File: src/hw/rtl/usct_pkg.sv
// ----------------------------------------------------------------------------
// usct_pkg
// Shared constants and types of the SOF clock trim loop.
// ----------------------------------------------------------------------------
`default_nettype none

package usct_pkg;

    localparam int TIMER_BITS_DEF  = 16;
    localparam int COARSE_BITS_DEF = 5;
    localparam int FINE_BITS_DEF   = 8;

    localparam int CFG_IVAL_W   = 16;
    localparam int CFG_HOLD_W   = 10;
    localparam int CFG_COARSE_W = 5;
    localparam int CFG_FINE_W   = 8;
    localparam int MEAS_W       = 16;
    localparam int CNT_W        = 11;

    localparam int APB_DATA_W = 32;
    localparam int APB_ADDR_W = 5;

    localparam logic [CFG_IVAL_W-1:0]   NOMINAL_RST  = CFG_IVAL_W'(6000);
    localparam logic [CFG_IVAL_W-1:0]   LOW_LIM_RST  = CFG_IVAL_W'(5000);
    localparam logic [CFG_IVAL_W-1:0]   HIGH_LIM_RST = CFG_IVAL_W'(7000);
    localparam logic [CFG_HOLD_W-1:0]   HOLD_RST     = CFG_HOLD_W'(1000);
    localparam logic [CFG_COARSE_W-1:0] COARSE_RST   = CFG_COARSE_W'(15);
    localparam logic [CFG_FINE_W-1:0]   FINE_RST     = CFG_FINE_W'(127);

    localparam int FINE_JUMP_BASE = 90;

    localparam logic [CNT_W-1:0] CNT_ONE     = CNT_W'(1);
    localparam logic [CNT_W-1:0] CNT_SUSPEND = CNT_W'(2);

    typedef enum logic [2:0] {
        REG_NOMINAL  = 3'd0,
        REG_LOW_LIM  = 3'd1,
        REG_HIGH_LIM = 3'd2,
        REG_HOLD     = 3'd3,
        REG_START_C  = 3'd4,
        REG_START_F  = 3'd5
    } usct_reg_t;

    typedef enum logic {
        EV_SOF     = 1'b0,
        EV_SUSPEND = 1'b1
    } usct_event_t;

    typedef struct packed {
        logic [CFG_IVAL_W-1:0]   nominal;
        logic [CFG_IVAL_W-1:0]   low_lim;
        logic [CFG_IVAL_W-1:0]   high_lim;
        logic [CFG_HOLD_W-1:0]   hold;
        logic [CFG_COARSE_W-1:0] start_coarse;
        logic [CFG_FINE_W-1:0]   start_fine;
    } usct_cfg_t;

    typedef struct packed {
        logic tune_write;
        logic locked;
        logic open_loop_switch;
        logic interval_rejected;
    } usct_flags_t;

endpackage

`default_nettype wire

File: src/hw/rtl/usct_step.sv
// ----------------------------------------------------------------------------
// usct_step
// Single-pass update of the trim loop state for one event word.
// ----------------------------------------------------------------------------
`default_nettype none

module usct_step import usct_pkg::*; #(
    parameter int TIMER_BITS  = TIMER_BITS_DEF,
    parameter int COARSE_BITS = COARSE_BITS_DEF,
    parameter int FINE_BITS   = FINE_BITS_DEF
) (
    input  wire usct_cfg_t              cfg,
    input  wire                         mode,
    input  wire [TIMER_BITS-1:0]        stamp,
    input  wire [CNT_W-1:0]             cnt,
    input  wire                         phase,
    input  wire [TIMER_BITS-1:0]        prev,
    input  wire [COARSE_BITS-1:0]       coarse,
    input  wire [FINE_BITS-1:0]         fine,
    input  wire                         sync,
    input  wire                         ol_active,
    output logic [CNT_W-1:0]            cnt_next,
    output logic                        phase_next,
    output logic [TIMER_BITS-1:0]       prev_next,
    output logic [COARSE_BITS-1:0]      coarse_next,
    output logic [FINE_BITS-1:0]        fine_next,
    output logic                        sync_next,
    output logic                        ol_active_next,
    output usct_flags_t                 flags,
    output logic [MEAS_W-1:0]           meas
);

    localparam int IW    = (TIMER_BITS > MEAS_W) ? TIMER_BITS : MEAS_W;
    localparam int XW    = MEAS_W + 1;
    localparam int NW    = ((FINE_BITS + 1 > XW) ? FINE_BITS + 1 : XW) + 1;
    localparam int FMAX  = (1 << FINE_BITS) - 1;
    localparam int FMID  = FMAX >> 1;
    localparam int FJUMP = (FINE_JUMP_BASE << FINE_BITS) >> 8;
    localparam logic [FINE_BITS-1:0]   FINE_LOW  = FINE_BITS'(FMID - FJUMP);
    localparam logic [FINE_BITS-1:0]   FINE_HIGH = FINE_BITS'(FMID + FJUMP);
    localparam logic [COARSE_BITS-1:0] COARSE_MAX = '1;

    logic [TIMER_BITS-1:0] diff;
    logic [IW-1:0]         iv;
    logic signed [XW-1:0]  x;
    logic signed [XW-1:0]  dev;
    logic signed [XW-1:0]  step;
    logic signed [NW-1:0]  nf;
    logic                  in_range;

    always_comb begin
        diff     = stamp - prev;
        iv       = IW'(diff);
        in_range = (iv <= IW'(cfg.high_lim)) && (iv >= IW'(cfg.low_lim));
        x        = $signed({1'b0, iv[MEAS_W-1:0]}) - $signed({1'b0, cfg.nominal});
        dev      = x[XW-1] ? (x >>> 3) + XW'(1) : (x >>> 3);
        if (sync) begin
            step = dev[XW-1] ? -XW'(1) : XW'(1);
        end else begin
            step = dev;
        end
        nf = $signed({{(NW-FINE_BITS){1'b0}}, fine}) - NW'(step);
    end

    always_comb begin
        cnt_next       = cnt;
        phase_next     = phase;
        prev_next      = prev;
        coarse_next    = coarse;
        fine_next      = fine;
        sync_next      = sync;
        ol_active_next = ol_active;
        flags          = '0;
        meas           = '0;
        if (mode == EV_SUSPEND) begin
            cnt_next   = CNT_SUSPEND;
            phase_next = 1'b0;
            sync_next  = 1'b0;
        end else if (!phase && cnt > CNT_ONE) begin
            cnt_next = cnt - CNT_ONE;
        end else if (!phase) begin
            if (!ol_active) begin
                coarse_next            = COARSE_BITS'(cfg.start_coarse);
                fine_next              = FINE_BITS'(cfg.start_fine);
                ol_active_next         = 1'b1;
                flags.open_loop_switch = 1'b1;
            end
            prev_next  = stamp;
            phase_next = 1'b1;
            cnt_next   = '0;
        end else begin
            phase_next = 1'b0;
            cnt_next   = CNT_ONE;
            meas       = iv[MEAS_W-1:0];
            if (!in_range) begin
                flags.interval_rejected = 1'b1;
            end else if (dev == '0) begin
                sync_next = 1'b1;
                cnt_next  = CNT_W'(cfg.hold);
            end else begin
                flags.tune_write = 1'b1;
                if (nf < 0 || nf > NW'(FMAX)) begin
                    sync_next = 1'b0;
                    if (!dev[XW-1]) begin
                        if (coarse != '0) begin
                            coarse_next = coarse - COARSE_BITS'(1);
                        end
                        fine_next = FINE_LOW;
                    end else begin
                        if (coarse != COARSE_MAX) begin
                            coarse_next = coarse + COARSE_BITS'(1);
                        end
                        fine_next = FINE_HIGH;
                    end
                end else begin
                    fine_next = nf[FINE_BITS-1:0];
                end
            end
        end
        flags.locked = sync_next;
    end

endmodule

`default_nettype wire

File: src/hw/rtl/usb_sof_clock_trim_loop.sv
// The result word is registered from the event word as that word is taken.
// Throughput: one event word per cycle while the output is not stalled;
// the whole update is a single pass between the state and output registers.
// s_tready stays high while the output register is empty or being drained.
// Reset (aresetn low, synchronous): loop state and registers return to their
// defaults, output register empties.
// ----------------------------------------------------------------------------
// usb_sof_clock_trim_loop
// Oscillator coarse/fine trim from USB start-of-frame timestamps.
// ----------------------------------------------------------------------------
`default_nettype none

module usb_sof_clock_trim_loop import usct_pkg::*; #(
    parameter int TIMER_BITS  = TIMER_BITS_DEF,
    parameter int COARSE_BITS = COARSE_BITS_DEF,
    parameter int FINE_BITS   = FINE_BITS_DEF,
    parameter int IN_TW  = ((TIMER_BITS + 7) / 8) * 8,
    parameter int OUT_TW = ((COARSE_BITS + FINE_BITS + 4 + MEAS_W + 7) / 8) * 8
) (
    input  wire                    aclk,
    input  wire                    aresetn,
    input  wire                    s_tvalid,
    output logic                   s_tready,
    input  wire [IN_TW-1:0]        s_tdata,   // timer_value
    input  wire                    s_tuser,   // mode
    output logic                   m_tvalid,
    input  wire                    m_tready,
    // tune_write, coarse_tune, fine_tune, locked, open_loop_switch,
    // interval_rejected, measured_interval
    output logic [OUT_TW-1:0]      m_tdata,
    input  wire                    psel,
    input  wire                    penable,
    input  wire                    pwrite,
    input  wire [APB_ADDR_W-1:0]   paddr,
    input  wire [APB_DATA_W-1:0]   pwdata,
    output logic [APB_DATA_W-1:0]  prdata,
    output logic                   pready
);

    usct_cfg_t              cfg_reg;
    logic [CNT_W-1:0]       cnt_reg, cnt_next;
    logic                   phase_reg, phase_next;
    logic [TIMER_BITS-1:0]  prev_reg, prev_next;
    logic [COARSE_BITS-1:0] coarse_reg, coarse_next;
    logic [FINE_BITS-1:0]   fine_reg, fine_next;
    logic                   sync_reg, sync_next;
    logic                   ol_reg, ol_next;
    logic                   m_tvalid_reg;
    logic [OUT_TW-1:0]      m_tdata_reg, m_tdata_next;
    usct_flags_t            flags;
    logic [MEAS_W-1:0]      meas;
    logic                   s_acc;
    logic                   cfg_wr;
    usct_reg_t              reg_idx;

    assign pready   = 1'b1;
    assign reg_idx  = usct_reg_t'(paddr[APB_ADDR_W-1:2]);
    assign cfg_wr   = psel && penable && pwrite && pready;
    assign s_tready = !m_tvalid_reg || m_tready;
    assign s_acc    = s_tvalid && s_tready;
    assign m_tvalid = m_tvalid_reg;
    assign m_tdata  = m_tdata_reg;

    always_comb begin
        case (reg_idx)
            REG_NOMINAL:  prdata = APB_DATA_W'(cfg_reg.nominal);
            REG_LOW_LIM:  prdata = APB_DATA_W'(cfg_reg.low_lim);
            REG_HIGH_LIM: prdata = APB_DATA_W'(cfg_reg.high_lim);
            REG_HOLD:     prdata = APB_DATA_W'(cfg_reg.hold);
            REG_START_C:  prdata = APB_DATA_W'(cfg_reg.start_coarse);
            REG_START_F:  prdata = APB_DATA_W'(cfg_reg.start_fine);
            default:      prdata = '0;
        endcase
    end

    usct_step #(
        .TIMER_BITS  (TIMER_BITS),
        .COARSE_BITS (COARSE_BITS),
        .FINE_BITS   (FINE_BITS)
    ) u_step (
        .cfg            (cfg_reg),
        .mode           (s_tuser),
        .stamp          (s_tdata[TIMER_BITS-1:0]),
        .cnt            (cnt_reg),
        .phase          (phase_reg),
        .prev           (prev_reg),
        .coarse         (coarse_reg),
        .fine           (fine_reg),
        .sync           (sync_reg),
        .ol_active      (ol_reg),
        .cnt_next       (cnt_next),
        .phase_next     (phase_next),
        .prev_next      (prev_next),
        .coarse_next    (coarse_next),
        .fine_next      (fine_next),
        .sync_next      (sync_next),
        .ol_active_next (ol_next),
        .flags          (flags),
        .meas           (meas)
    );

    assign m_tdata_next = OUT_TW'({meas, flags.interval_rejected, flags.open_loop_switch,
                                   flags.locked, fine_next, coarse_next, flags.tune_write});

    always_ff @(posedge aclk) begin
        if (!aresetn) begin
            cfg_reg.nominal      <= NOMINAL_RST;
            cfg_reg.low_lim      <= LOW_LIM_RST;
            cfg_reg.high_lim     <= HIGH_LIM_RST;
            cfg_reg.hold         <= HOLD_RST;
            cfg_reg.start_coarse <= COARSE_RST;
            cfg_reg.start_fine   <= FINE_RST;
        end else if (cfg_wr) begin
            case (reg_idx)
                REG_NOMINAL:  cfg_reg.nominal      <= pwdata[CFG_IVAL_W-1:0];
                REG_LOW_LIM:  cfg_reg.low_lim      <= pwdata[CFG_IVAL_W-1:0];
                REG_HIGH_LIM: cfg_reg.high_lim     <= pwdata[CFG_IVAL_W-1:0];
                REG_HOLD:     cfg_reg.hold         <= pwdata[CFG_HOLD_W-1:0];
                REG_START_C:  cfg_reg.start_coarse <= pwdata[CFG_COARSE_W-1:0];
                REG_START_F:  cfg_reg.start_fine   <= pwdata[CFG_FINE_W-1:0];
                default: ;
            endcase
        end
    end

    always_ff @(posedge aclk) begin
        if (!aresetn) begin
            cnt_reg      <= CNT_ONE;
            phase_reg    <= 1'b0;
            prev_reg     <= '0;
            coarse_reg   <= '0;
            fine_reg     <= '0;
            sync_reg     <= 1'b0;
            ol_reg       <= 1'b0;
            m_tvalid_reg <= 1'b0;
        end else begin
            if (s_acc) begin
                cnt_reg    <= cnt_next;
                phase_reg  <= phase_next;
                prev_reg   <= prev_next;
                coarse_reg <= coarse_next;
                fine_reg   <= fine_next;
                sync_reg   <= sync_next;
                ol_reg     <= ol_next;
            end
            if (s_acc) begin
                m_tvalid_reg <= 1'b1;
            end else if (m_tready) begin
                m_tvalid_reg <= 1'b0;
            end
        end
    end

    always_ff @(posedge aclk) begin
        if (s_acc) begin
            m_tdata_reg <= m_tdata_next;
        end
    end

endmodule

`default_nettype wire

File: config.mk
export PLATFORM = sky130hd
export DESIGN_NAME = usb_sof_clock_trim_loop
export DESIGN_NICKNAME = d
export VERILOG_FILES = /design/src/hw/rtl/usct_pkg.sv /design/src/hw/rtl/usct_step.sv /design/src/hw/rtl/usb_sof_clock_trim_loop.sv
export SDC_FILE = /design/constraint.sdc
export NUM_CORES = 1
export LEC_CHECK = 0
export ABC_AREA = 1
export CORE_MARGIN = 5
export CORE_UTILIZATION = 55
export DETAILED_ROUTE_END_ITERATION = 7
export DONT_BUFFER_PORTS = 1
export PLACE_DENSITY = 0.7
export SYNTH_ARGS = -nofsm -noshare
export SYNTH_HDL_FRONTEND = slang
export SYNTH_SLANG_ARGS = --single-unit
File: constraint.sdc
create_clock -name aclk -period 16.1 [get_ports aclk]
set_input_delay 0.805 -clock aclk [delete_from_list [all_inputs] [get_ports aclk]]
set_output_delay 0.805 -clock aclk [all_outputs]
set_load 0.02 [all_outputs]
* After elaboration in Yosys (flattened, before gate mapping)
Cells that the tools add are included. Widths: inputs -> output; s select.
Storage, ports and cells: bits of input ports 61, word-level logic and storage cells 106, output and inout port bits 75, register bits 148
Operators by class: mux-type cells 41, order comparisons 5, equal/unequal tests 7, add/subtract/negate cells 7, bitwise gates (word level) 4, reductions and logical operators 24
Operator list (count):
- $pmux 16 s6 | 1
- $mux 8 | 8
- $mux 17 | 3
- $mux 5 | 10
- $mux 11 | 4
- $gt 18x9->1 const B | 1
- $lt 18x1->1 const B | 1
- $sub 9x17->18 | 1
- $logic_not 17->1 | 1
- $sub 16x16->17 | 1
- $ge 16x16->1 | 1
- $le 16x16->1 | 1
- $sub 16x16->16 | 1
- $add 14x2->15 const B | 1
- $mux 1 | 14
- $reduce_and 2->1 | 7
- $gt 11x1->1 const B | 1
- $sub 11x1->11 const B | 1
- $mux 10 | 1
- $eq 3x2->1 const B | 2
- $eq 3x3->1 const B | 2
- $reduce_or 3->1 | 2
- $add 5x1->5 const B | 1
- $logic_and 1x1->1 | 5
- other kinds (12) | 17

* Logic depth before layout (Yosys ltp)
word-level depth 15, mapped depth 55

* Modules after synthesis
From an unflattened synthesis, not the netlist that was laid out.
Unflattened totals: cell total of the unflattened synthesis 1721, area total of the unflattened synthesis 11098.1 sq um
Modules (own cells, without submodules):
- usb_sof_clock_trim_loop | cells an instance 776, area each 6067.1 sq um, times used 1, sequential area each 3293.2 sq um
- usct_step | cells an instance 945, area each 5031.1 sq um, times used 1, sequential area each 0.0 sq um

* Least setup slack after synthesis
No wires, ideal clock.
path kind input-to-reg, from input port s_tdata[0], to register m_tdata_reg[1] (netlist: m_tdata[1]), data pin, path slack 9.474 ns, buffers on the path 0, stages 52, arrival 6.375 ns, cell sequence inv_1 > ha_1 > inv_1 > fa_1 > nand3_1 > nand2_1 > a21oi_1 > o21bai_1 > a21oi_1 > o21bai_1 > a21oi_1 > o21bai_1 > nand2_1 > inv_1 > o21ai_0 > nand2_1 > nand2_1 > nand2_1 > [... 16 more ...] > ha_1 > a21oi_1 > nand2_1 > a21oi_1 > o21bai_1 > a21oi_1 > o21bai_1 > a21o_1 > o21ai_0 > nand2_1 > nand2_1 > nand3_4 > nand2_1 > nand2_1 > nand3_1 > nand2_1 > nand2_1 > inv_1
On the way: longest elaborated chain between the ends 15, elaborated cells on any way between the ends 21
Ends and longest elaborated chain:
- from (decl) | RTL line usb_sof_clock_trim_loop.sv:24 | input wire [IN_TW-1:0] s_tdata,
- $sub 16x16->16 * | RTL line usct_step.sv:52 | diff = stamp - prev;
- via u_step.diff[14] | RTL line usct_step.sv:43 | logic [TIMER_BITS-1:0] diff;
- $sub 16x16->17 | RTL line usct_step.sv:55 | x = $signed({1'b0, iv[MEAS_W-1:0]}) - $signed({1'b0, cfg.nominal});
- $add 14x2->15 | RTL line usct_step.sv:56 | dev = x[XW-1] ? (x >>> 3) + XW'(1) : (x >>> 3);
- $mux 17 | RTL line usct_step.sv:56
- $mux 17 | RTL line usct_step.sv:58 | step = dev[XW-1] ? -XW'(1) : XW'(1);
- $mux 17 | RTL line usct_step.sv:57 | if (sync) begin
- $sub 9x17->18 | RTL line usct_step.sv:62 | nf = $signed({{(NW-FINE_BITS){1'b0}}, fine}) - NW'(step);
- $lt 18x1->1 or $gt 18x9->1 (tied branches) | RTL line usct_step.sv:102 | if (nf < 0 || nf > NW'(FMAX)) begin
- $logic_or 1x1->1 | RTL line usct_step.sv:102
- $mux 5 | RTL line usct_step.sv:102
- $mux 5 | RTL line usct_step.sv:97 | end else if (dev == '0) begin
- $mux 5 * | RTL line usct_step.sv:95 | if (!in_range) begin
- $mux 5 * | RTL line usct_step.sv:81 | end else if (!phase) begin
- $mux 5 * | RTL line usct_step.sv:79 | end else if (!phase && cnt > CNT_ONE) begin
- $mux 5 * | RTL line usct_step.sv:75 | if (mode == EV_SUSPEND) begin
- via coarse_next[0] | RTL line usb_sof_clock_trim_loop.sv:44 | logic [COARSE_BITS-1:0] coarse_reg, coarse_next;
- to (signal assigned) | RTL line usb_sof_clock_trim_loop.sv:156 | m_tdata_reg <= m_tdata_next;
- to (decl) | RTL line usb_sof_clock_trim_loop.sv:49 | logic [OUT_TW-1:0] m_tdata_reg, m_tdata_next;
Mark *: on every way through the listed nets, which the timed path passes. The rest lies on a longest branch. A chain may end at the register's enable or synchronous reset.

* Final worst setup path
from input port s_tdata[0], to register m_tdata_reg[14] (netlist: m_tdata[14]), data pin
On the way: longest elaborated chain between the ends 15, elaborated cells on any way between the ends 20
Ends and longest elaborated chain:
- $sub 16x16->16 * | RTL line usct_step.sv:52
- via u_step.diff[15] | RTL line usct_step.sv:43
- $sub 16x16->17 | RTL line usct_step.sv:55
- $add 14x2->15 | RTL line usct_step.sv:56
- $mux 17 | RTL line usct_step.sv:56
- $mux 17 | RTL line usct_step.sv:58
- $mux 17 | RTL line usct_step.sv:57
- $sub 9x17->18 | RTL line usct_step.sv:62
- $lt 18x1->1 or $gt 18x9->1 (tied branches) | RTL line usct_step.sv:102
- $logic_or 1x1->1 | RTL line usct_step.sv:102
- $mux 1 | RTL line usct_step.sv:102
- $mux 1 | RTL line usct_step.sv:97
- $mux 1 * | RTL line usct_step.sv:95
- $mux 1 * | RTL line usct_step.sv:81
- $mux 1 * | RTL line usct_step.sv:79
- $mux 1 * | RTL line usct_step.sv:75
- via sync_next | RTL line usb_sof_clock_trim_loop.sv:46 | logic sync_reg, sync_next;
Marks and branches as above.

==> summary.txt <==
Setup path
  • Combined buffer and inverter count along the critical path: 6
  • Reg-to-reg setup timing slack: 8.21 ns
  • Slowest CP cell: sky130_fd_sc_hd__xor2_1
  • Kind of cell adding the most delay to the critical path: compound AO/OA/AOI/OAI gates
  • Critical Path End Type: flip-flop
  • Path type of the worst setup path: in2reg
  • Logic depth of the worst register-to-register path: 45
  • Largest driver fanout on the critical path: 11
  • Stage delay of the slowest cell on the critical path: about 0.6 ns
  • Worst endpoint data arrival time: approximately 8.1 ns
  • Crit path depth: 46
  • Required time reported for the critical path endpoint: about 16 ns
  • Startpoint Class: input port

Power and ir drop
  • P_leak: 0.00517 µW
  • Switching power summed over all nets: between 500 and 600 µW
  • Switching portion of total power: between 40% and 50%
  • Cell-internal power: between 700 and 800 µW
  • Share of total power in combinational logic: between 40% and 50%
  • Power density of the placed cells: 123 nW/µm²
  • Clock group share of total power: approximately a quarter
  • Seq pwr share: 31.6%
  • Max IR drop VDD: between 80 and 90 µV

Layout
  • # fillers: between 1500 and 2000
  • Layout Area Growth over Synthesis: 5.55%
  • Ant. Diodes: 0
  • Final-stage net count: 1604
  • Share of cells above drive strength 1: ~7%
  • Max FFs per register: 71

Clock network
  • Total clock sinks: 148
  • TritonCTS clock tree: yes
  • H-tree lvl count: 4
  • Number of buffers inserted during clock tree synthesis: 17
  • Number of cells upsized or downsized after cts: 0
  • Maximum root-to-sink buffer count: 2
  • Cell chosen for the clock root: sky130_fd_sc_hd__clkbuf_16
  • Clock latency on the worst-skew pair: around 0.43 ns
  • Clock Pin Slew Worst Setup and Hold Paths: 0.06 ns
  • Post-CTS Setup Bufs: 0
  • Post-CTS Hold Buffers: 0

STA
  • Unrepaired setup endpoints after global routing: false
  • Smallest hold slack: roughly 0.45 ns
  • Final setup vio count: 0
  • Final setup skew: around 0.0065 ns
  • Count of pins over their slew limit: 0
  • Portion of the clock cycle consumed by the worst path in the final layout: between 40% and 50%
  • Final hold vios: 0
  • Final period demand of the worst path: 7.91 ns
  • Final sum of negative setup slack: 0 ns
  • Worst-margin pin slew: roughly 1.2 ns
  • Peak Freq: 0.126 GHz
  • Normalized max-slew margin: just under 20%

Routing
  • Drt first-iter violations: approximately 740
  • First drt pass iteration count: 5
  • Final antenna-violating net count: 0
  • Total via count in the routed design: 9529
  • Drt total wl: between 20000 and 30000 µm
  • Count of unresolved DRC violations after routing: 0
  • Avg WL per Cell: 16.1 µm
  • Vias per inst: 5.56

Die
  • Floorplan die area: roughly 22000 µm²
  • Initial core utilization: 55.6%
  • Standard cell core area: 18600 µm²
  • Cell row count: 50
  • I/O pin count: between 100 and 150
  • Die W: about 150 µm
  • Die height: 147 µm

Place
  • Final HPWL DP: 20800 µm
  • Buffers on Ports: 0
  • Routability cong.: 0.941

GRT
  • Maximum number of pins on one net before global-route repair: 85
  • Global routing usage on met2: 41.2%
  • Initial antenna violation count: 0
  • Most used routing layer in global routing: met2
  • Aggregate global routing overflow: 0
  • Global-route met3 utilization: 6.48%
  • Tot GR Track Use: about 25%
  • Routing usage on met1: roughly a third
  • Via count of the first global-routing pass: around 8700
  • Wire length of the first global-routing pass: 44200 µm

Synthesis
  • Count of flip-flops with a built-in enable after synthesis: 33
  • Cell Area, Synth: slightly above 10000 µm²
  • Number of distinct library cells after synthesis: 54
  • Area share of the leading cell type in the synthesized netlist: ~22%
  • Number of warnings issued by yosys: 0
  • Leading post-synthesis cells by cell area: sky130_fd_sc_hd__dfxtp_1 22%, sky130_fd_sc_hd__nand2_1 11%, sky130_fd_sc_hd__edfxtp_1 9.6%
  • Gate count of the mapped netlist: ~1500
  • Post-synth top flop: sky130_fd_sc_hd__dfxtp_1
  • Post-synth ARST share: 0%
  • Mean instance size in the synthesized netlist: between 6 and 7 µm²
  • Cell type with the largest total area after synthesis: sky130_fd_sc_hd__dfxtp_1
  • Synth Register Bits: approximately 150
  • Seq/Total Area, Yosys: between 30% and 40%

Run
  • Total of max-cap violations: 0

Worst hold path
  • Min-Delay Path Depth: 2
  • Classification of the worst-slack hold path: reg2reg

Status
  • Outcome: complete, no violations
-- worst register-to-register path, delay by kind of cell, from the launching register on --
family	cells	cell delay (ns)
simple gates	19	2.21
compound gates	17	3.10
fa+ha+maj	3	0.92
flops	1	0.31
buf+inv	5	0.50
xor+xnor	1	0.60
-- cell usage in the layout (no fill, tap or decap), types with 6 or more instances in the layout --
cell type / n
sky130_fd_sc_hd__a21oi_1: 130
sky130_fd_sc_hd__buf_4: 6
sky130_fd_sc_hd__clkbuf_16: 17
sky130_fd_sc_hd__clkinv_2: 6
sky130_fd_sc_hd__conb_1: 24
sky130_fd_sc_hd__dfxtp_1: 115
sky130_fd_sc_hd__edfxtp_1: 33
sky130_fd_sc_hd__ha_1: 75
sky130_fd_sc_hd__inv_1: 227
sky130_fd_sc_hd__inv_2: 10
sky130_fd_sc_hd__nand2_1: 313
sky130_fd_sc_hd__nand2_2: 28
sky130_fd_sc_hd__nand3_1: 84
sky130_fd_sc_hd__nand3_2: 6
sky130_fd_sc_hd__nand3b_1: 6
sky130_fd_sc_hd__nand4_1: 25
sky130_fd_sc_hd__nor2_1: 95
sky130_fd_sc_hd__nor3_1: 13
sky130_fd_sc_hd__o211ai_1: 22
sky130_fd_sc_hd__o21ai_0: 96
sky130_fd_sc_hd__o21ai_1: 8
sky130_fd_sc_hd__o21bai_1: 9
sky130_fd_sc_hd__o221ai_1: 17
sky130_fd_sc_hd__o22ai_1: 23
sky130_fd_sc_hd__xnor2_1: 9
sky130_fd_sc_hd__xor2_1: 22
-- cells by family (layout without fill, tap and decap cells) --
family | count (synthesis) | in the layout | synth area share (%)
AO/OA/AOI/OAI | 324 | 324 | 17.9
XOR/XNOR | 31 | 31 | 2.62
adder cells (fa/ha/maj) | 77 | 77 | 9.44
buffers and inverters | 308 | 280 | 12.3
flip-flops | 148 | 148 | 31.8
multiplexers | 1 | 1 | 0.0965
other | 2 | 24 | 0.0724
AND/OR/NAND/NOR | 594 | 594 | 25.8
-- stage by stage --
stage                     total power, µW  util [%]  area, µm²  std cells  setup slack (ns)
after floorplan                       887         -      10500       1507              9.47
after global placement                982      55.9      10400       1681              8.01
after detailed placement              994      55.9      10400       1681              7.90
after CTS                            1350      58.7      10900       1713              8.33
after global routing                 1450      58.7      10900       1713              7.58
final                                1350      58.7      10900       1713              8.19
-- worst paths after layout --
path	end	startpoint
setup reg to reg	m_tdata[14]$_DFFE_PP_	prev_reg[1]$_SDFFE_PN0P_
setup / recovery	m_tdata[14]$_DFFE_PP_	s_tdata[0]
hold reg to reg	prev_reg[12]$_SDFFE_PN0P_	prev_reg[12]$_SDFFE_PN0P_
hold / removal	prev_reg[12]$_SDFFE_PN0P_	prev_reg[12]$_SDFFE_PN0P_
-- metal layers --
| layer | routed length, µm | vias up |
|---|---|---|
| li1 | - | 4831 |
| met1 | 12100 | 4356 |
| met2 | 12700 | 294 |
| met3 | 2190 | 48 |
| met4 | 659 | 0 |
| met5 | 0 | - |
-- final cells by class --
type / count / area (µm²) / area share (%)
multi-input combinational: 1051 / 5880 / 53.7
sequential: 148 / 3290 / 30.1
inverter: 242 / 916 / 8.37
clock buffer: 22 / 454 / 4.15
tap: 234 / 293 / 2.68
clock inverter: 10 / 62.6 / 0.572
timing repair buffer: 6 / 45.0 / 0.412
-- cells in the mapped netlist (3+ instances only) --
cell / number
sky130_fd_sc_hd__nand2_1: 313
sky130_fd_sc_hd__inv_1: 228
sky130_fd_sc_hd__a21oi_1: 130
sky130_fd_sc_hd__dfxtp_1: 115
sky130_fd_sc_hd__o21ai_0: 96
sky130_fd_sc_hd__nor2_1: 95
sky130_fd_sc_hd__nand3_1: 84
sky130_fd_sc_hd__ha_1: 75
sky130_fd_sc_hd__clkbuf_1: 35
sky130_fd_sc_hd__edfxtp_1: 33
sky130_fd_sc_hd__nand2_2: 28
sky130_fd_sc_hd__buf_4: 25
sky130_fd_sc_hd__nand4_1: 25
sky130_fd_sc_hd__o22ai_1: 23
sky130_fd_sc_hd__o211ai_1: 22
sky130_fd_sc_hd__xor2_1: 22
sky130_fd_sc_hd__o221ai_1: 17
sky130_fd_sc_hd__nor3_1: 13
sky130_fd_sc_hd__inv_2: 9
sky130_fd_sc_hd__o21bai_1: 9
sky130_fd_sc_hd__xnor2_1: 9
sky130_fd_sc_hd__o21ai_1: 8
sky130_fd_sc_hd__nand3_2: 6
sky130_fd_sc_hd__nand3b_1: 6
sky130_fd_sc_hd__a22o_1: 4
sky130_fd_sc_hd__buf_2: 4
sky130_fd_sc_hd__nand2_4: 4
sky130_fd_sc_hd__nor2_2: 4
sky130_fd_sc_hd__nor2_4: 4
sky130_fd_sc_hd__nor3_2: 4
sky130_fd_sc_hd__or2_2: 4
sky130_fd_sc_hd__a22oi_1: 3
sky130_fd_sc_hd__clkinv_1: 3
-- power groups by stage --
stage	combinational [µW]	sequential [µW]	clock, µW
finish	566	427	356
global route	639	429	382
CTS	563	427	361
detailed placement	559	435	0
global placement	547	434	0
floorplan	458	429	0
(Power assumes the default switching activity.)
